==> src/rtl/mpfgd_pkg.sv <==
`timescale 1ns / 1ps
// Shared types, codes and constants for the page-mode monochrome framebuffer.
// Used by mpfgd_ctrl, mpfgd_datapath and mono_page_framebuffer_glyph_draw_top.
package mpfgd_pkg;

    localparam int DEF_SCREEN_WIDTH  = 128;
    localparam int DEF_SCREEN_HEIGHT = 64;

    // operation codes
    localparam logic [2:0] FUNC_FILL   = 3'd0;
    localparam logic [2:0] FUNC_PIXEL  = 3'd1;
    localparam logic [2:0] FUNC_GLYPH  = 3'd2;
    localparam logic [2:0] FUNC_CURSOR = 3'd3;
    localparam logic [2:0] FUNC_READ   = 3'd4;

    // result status codes
    localparam logic [1:0] STAT_DONE   = 2'd0;
    localparam logic [1:0] STAT_REJECT = 2'd1;
    localparam logic [1:0] STAT_CLIP   = 2'd2;

    // configuration register indexes
    localparam int         CFG_INDEX_W     = 2;
    localparam int         CFG_DATA_W      = 6;
    localparam logic [1:0] CFG_INVERTED    = 2'd0;
    localparam logic [1:0] CFG_FONT_WIDTH  = 2'd1;
    localparam logic [1:0] CFG_FONT_HEIGHT = 2'd2;

    localparam logic [4:0] RST_FONT_WIDTH  = 5'd7;
    localparam logic [5:0] RST_FONT_HEIGHT = 6'd10;

    // kind of work the decoded item needs
    localparam logic [1:0] KIND_NONE = 2'd0;
    localparam logic [1:0] KIND_FILL = 2'd1;
    localparam logic [1:0] KIND_DRAW = 2'd2;
    localparam logic [1:0] KIND_READ = 2'd3;

    localparam logic [15:0] SINGLE_PIXEL   = 16'h8000;
    localparam logic [7:0]  BYTE_ONES      = 8'hFF;
    localparam logic [7:0]  BYTE_ZEROS     = 8'h00;
    localparam logic [5:0]  MAX_GLYPH_ROWS = 6'd32;

    typedef struct packed {
        logic [2:0]  func;
        logic [7:0]  pixel_x;
        logic [7:0]  pixel_y;
        logic        color;
        logic [15:0] glyph_bits;
    } item_t;

    typedef struct packed {
        logic [1:0] status;
        logic [7:0] read_data;
        logic       char_done;
    } result_t;

    typedef struct packed {
        logic accept;
        logic decode;
        logic draw_step;
        logic sweep;
        logic read_latch;
        logic out_load;
    } dp_cmd_t;

    typedef struct packed {
        logic [1:0] kind;
        logic       draw_empty;
        logic       draw_last;
        logic       sweep_last;
    } dp_status_t;

endpackage

==> src/rtl/mpfgd_ctrl.sv <==
`timescale 1ns / 1ps
// Sequencing state machine for the framebuffer: clearing pass, decode,
// fill sweep, column read-modify-write loop, read wait and result hand-off.
// Depends on mpfgd_pkg.
module mpfgd_ctrl (
    input  logic                   clk,
    input  logic                   rst_n,
    input  logic                   item_valid,
    output logic                   item_stall,
    output logic                   result_valid,
    input  logic                   result_stall,
    input  mpfgd_pkg::dp_status_t  status,
    output mpfgd_pkg::dp_cmd_t     cmd
);

    localparam logic [2:0] S_CLEAR  = 3'd0;
    localparam logic [2:0] S_IDLE   = 3'd1;
    localparam logic [2:0] S_DECODE = 3'd2;
    localparam logic [2:0] S_FILL   = 3'd3;
    localparam logic [2:0] S_DRAW   = 3'd4;
    localparam logic [2:0] S_DRAIN  = 3'd5;
    localparam logic [2:0] S_RDWAIT = 3'd6;
    localparam logic [2:0] S_FINISH = 3'd7;

    logic [2:0] state_reg;
    logic [2:0] state_next;
    logic       out_valid_reg;
    logic       out_valid_next;
    logic       slot_free;

    assign slot_free = !out_valid_reg || !result_stall;

    always_comb
    begin
        cmd.accept     = (state_reg == S_IDLE) && item_valid;
        cmd.decode     = (state_reg == S_DECODE);
        cmd.draw_step  = (state_reg == S_DRAW);
        cmd.sweep      = (state_reg == S_CLEAR) || (state_reg == S_FILL);
        cmd.read_latch = (state_reg == S_RDWAIT);
        cmd.out_load   = (state_reg == S_FINISH) && slot_free;
    end

    always_comb
    begin
        state_next = state_reg;
        unique case (state_reg)
            S_CLEAR:
            begin
                if (status.sweep_last)
                    state_next = S_IDLE;
            end
            S_IDLE:
            begin
                if (item_valid)
                    state_next = S_DECODE;
            end
            S_DECODE:
            begin
                unique case (status.kind)
                    mpfgd_pkg::KIND_FILL: state_next = S_FILL;
                    mpfgd_pkg::KIND_DRAW: state_next = status.draw_empty ? S_FINISH : S_DRAW;
                    mpfgd_pkg::KIND_READ: state_next = S_RDWAIT;
                    default:              state_next = S_FINISH;
                endcase
            end
            S_FILL:
            begin
                if (status.sweep_last)
                    state_next = S_FINISH;
            end
            S_DRAW:
            begin
                if (status.draw_last)
                    state_next = S_DRAIN;
            end
            S_DRAIN:  state_next = S_FINISH;
            S_RDWAIT: state_next = S_FINISH;
            S_FINISH:
            begin
                if (slot_free)
                    state_next = S_IDLE;
            end
            default:  state_next = S_IDLE;
        endcase
    end

    always_comb
    begin
        out_valid_next = out_valid_reg;
        if (cmd.out_load)
            out_valid_next = 1'b1;
        else if (!result_stall)
            out_valid_next = 1'b0;
    end

    always_ff @(posedge clk or negedge rst_n)
    begin
        if (!rst_n)
        begin
            state_reg     <= S_CLEAR;
            out_valid_reg <= 1'b0;
        end
        else
        begin
            state_reg     <= state_next;
            out_valid_reg <= out_valid_next;
        end
    end

    assign item_stall   = (state_reg != S_IDLE);
    assign result_valid = out_valid_reg;

endmodule

==> config.mk <==
export PLATFORM = sky130hd
export DESIGN_NAME = mpfgd_ctrl
export DESIGN_NICKNAME = d
export VERILOG_FILES = /design/src/rtl/mpfgd_pkg.sv /design/src/rtl/mpfgd_ctrl.sv
export SDC_FILE = /design/constraint.sdc
export NUM_CORES = 1
export LEC_CHECK = 0
export BUFFER_PORTS_ARGS = -buffer_cell sky130_fd_sc_hd__buf_2
export CAP_MARGIN = 30
export CORE_AREA = 2 2 39 41
export CTS_CLUSTER_SIZE = 14
export DETAILED_ROUTE_END_ITERATION = 8
export DIE_AREA = 0 0 41 43
export PLACE_DENSITY = 0.6
export REMOVE_ABC_BUFFERS = 1
export SETUP_SLACK_MARGIN = 0.5
export SLEW_MARGIN = 20
export SYNTH_ARGS = -nofsm -noshare
export SYNTH_HDL_FRONTEND = slang
export SYNTH_SLANG_ARGS = --single-unit
==> constraint.sdc <==
create_clock -name clk -period 1.6 [get_ports clk]
set_clock_uncertainty 0.05 [all_clocks]
set_input_delay 0.32 -clock clk [delete_from_list [all_inputs] [get_ports clk]]
set_output_delay 0.32 -clock clk [all_outputs]
set_load 0.01 [all_outputs]
==> impl_metrics.csv <==
group,metric,value,unit
floorplan,fp.dieArea,1760,um2
route,vias,387,
placed_design,gp_congestion,0.808,
timing,final-hold-violation-count,0,
floorplan,start_util,24.1,%
setup_path,reg2reg_depth,5,
timing,fmax,0.662,GHz
synth,synth_edf_count,0,
setup_path,worstPathRequired,1.23,ns
timing,worst_pin_slew,0.269,ns
global_route,overflow,0,
clocking,numCtsBuffers,3,
synth,synth_seq_cells,4,
final_layout,largest_register_ffs,3,
final_layout,final_nets,77,
global_route,antenna_found_initial,0,
synth,synthDistinctLibCells,22,
synth,syn_inst,44,
setup_path,cp_slowest_stage_delay,0.43,ns
setup_path,start_kind,"register",
floorplan,rows,14,
setup_path,r2r_slack,0.11,ns
global_route,grt_pass1_vias,343,
setup_path,r2r_start,"state_reg[0]",
route,drt_wl_total,865,um
min_path,min_path_type,"primary input to register",
global_route,grt_max_degree,9,
setup_path,worstPathArrival,1.14,ns
setup_path,r2r-end,"state_reg[1]",
placed_design,dp_hpwl,584,um
pwr,ir_worst_vdd,0.361,mV
clocking,cts.sinks,4,
setup_path,worstSetupPathType,"register to primary output",
timing,setup_tns,0,ns
setup_path,critPathBufInv,2,
route,drcViolationCount,0,
timing,fin_crit,1.51,ns
placed_design,io_buffer_count,16,
timing,min_period_over_period,94.4,%
global_route,grt_pass1_wl,1390,um
synth,ys_top_cells_by_area,"dfrtp_1, a21oi_1, buf_2",
route,viasPerCell,4.72,
min_path,hold_start,"result_stall",
synth,async_flop_share,100,%
synth,syn_area_per_cell,7.59,um2
clocking,path_clk_slew,0.04,ns
timing,relSlewSlack,81.8,%
route,drt_iter0_markers,6,
synth,synth_ff_type,"dfrtp_1",
timing,rsz0062_at_grt,"yes",
global_route,grtUsageTotal,11.4,%
timing,drv_slew,0,
timing,hold_ws,0.318,ns
run_status,status,"complete, no violations",
floorplan,die_width,41,um
final_layout,drive_above_1_share,51.5,%
pwr,powerDensity,1540,nW/um2
synth,synthesis.area,334,um2
synth,synth_top_area_share,30.0,%
final_layout,final_common_cell,"buf_2",
final_layout,area_delta_synth_final,53.9,%
final_layout,fill_cells,149,
setup_path,crit_path_end_kind,"primary output",
floorplan,die_h,43,um
final_layout,final_util,37.2,%
pwr,total_power,0.794,mW
floorplan,io_pins,17,
clocking,ctsHtreeMaxLevel,1,
clocking,tritoncts,"built",
clocking,cts_buffer_depth,2,
synth,ys_warn_count,0,
setup_path,crit_chain,"buf_6 -> xor2_1 -> nor2_1 -> buf_2",
final_layout,antenna_cells,0,
setup_path,critPathSlowestCell,"dfrtp_2",
synth,ys_seq_area_share,30.0,%
clocking,clk_latency,0.23,ns
clocking,cts-root-buf,"clkbuf_4",
floorplan,core_area,1380,um2
timing,setup_viol,0,
min_path,hold_depth,3,
route,ant_nets,0,
setup_path,critPathTopFamily,"flip-flops",
synth,yosys.area.top_type,"dfrtp_1",
min_path,whs_endpoint,"result_valid",
setup_path,cp_max_fo,5,
route,drt_pre_antenna_iters,2,
flow_run,drv_cap,0,
final_layout,final_cell_mix,"buf_2, nand2_1, a21oi_1, buf_4",
pwr,p_leak,0.258,nW
route,wl_per_cell,10.5,um
## metrics by stage
stage          area (um2)  cells  worst slack [ns]
5_1_grt               514     82            0.0402
3_5_place_dp          415     73             0.159
2_1_floorplan         300     39             0.151
3_3_place_gp          415     73             0.152
4_1_cts               495     82             0.104
6_report              514     82            0.0896
## cell type report
type	count	area (um2)	share of cell area, %
clock buffers	3	22.5	4.38
multi-input cells	32	209	40.6
well taps	16	20.0	3.89
repair buffers	24	148	28.7
flip-flops and latches	4	104	20.2
inverters	3	11.3	2.19
## cell families (layout without fill, tap and decap cells)
family                    after synthesis  count (layout)  synth area share (%)
xor gates and xnor gates                1               1                  2.62
and+or+nand+nor                        20              20                  31.5
AOI/OAI and AO/OA                      10              10                  19.5
DFF                                     4               4                  30.0
muxes                                   1               1                  3.00
buffers and inverters                   8              30                  13.5
## cells in the mapped netlist (all sizes together), types with 2 or more instances
library cell / count
nor3b: 2
nand3: 3
inv: 3
and3: 2
nand2b: 2
nor2: 4
o21ai: 2
buf: 5
dfrtp: 4
nand2: 4
a21oi: 4
## worst min-delay path, stage by stage
cell and delay [ns]:
buf_2 0.07, nand2_1 0.09, nand2_1 0.07
## routing by layer
layer / up-vias / track usage (%) / part of all wire (%)
li1: 198 / - / -
met1: 181 / 15.6 / 41
met2: 8 / 16.6 / 54
met3: 0 / 0 / 5.1
met4: 0 / 8.00 / 0
met5: - / 0 / 0
## report_power, final
part | leakage [nW] | total, mW | switching [mW] | internal (mW)
registers | 0.0402 | 0.206 | 0.0585 | 0.148
logic | 0.204 | 0.467 | 0.227 | 0.241
clock network | 0.0138 | 0.120 | 0.0365 | 0.0836
## what timing repair did
item                       in CTS  in global routing
cloned                          0                  0
pin swaps                       4                  2
setup endpoints to repair      10                 11
hold endpoints to repair        4                  0
hold buffers                    1                  0
setup buffers                   5                  0
gates resized for setup         8                  5
## worst max-delay path by stage
stage                       startpoint  cells past startpoint      endpoint  slack [ns]
after global routing      state_reg[1]                      4        cmd[2]        0.04
after detailed placement  state_reg[0]                      4  state_reg[1]        0.16
after global placement    state_reg[0]                      4        cmd[0]        0.15
after floorplan           state_reg[1]                      4  state_reg[1]        0.15
final                     state_reg[1]                      4        cmd[2]        0.09
after CTS                 state_reg[1]                      4        cmd[2]        0.10
Note: power is estimated with default switching activity, not from simulation.
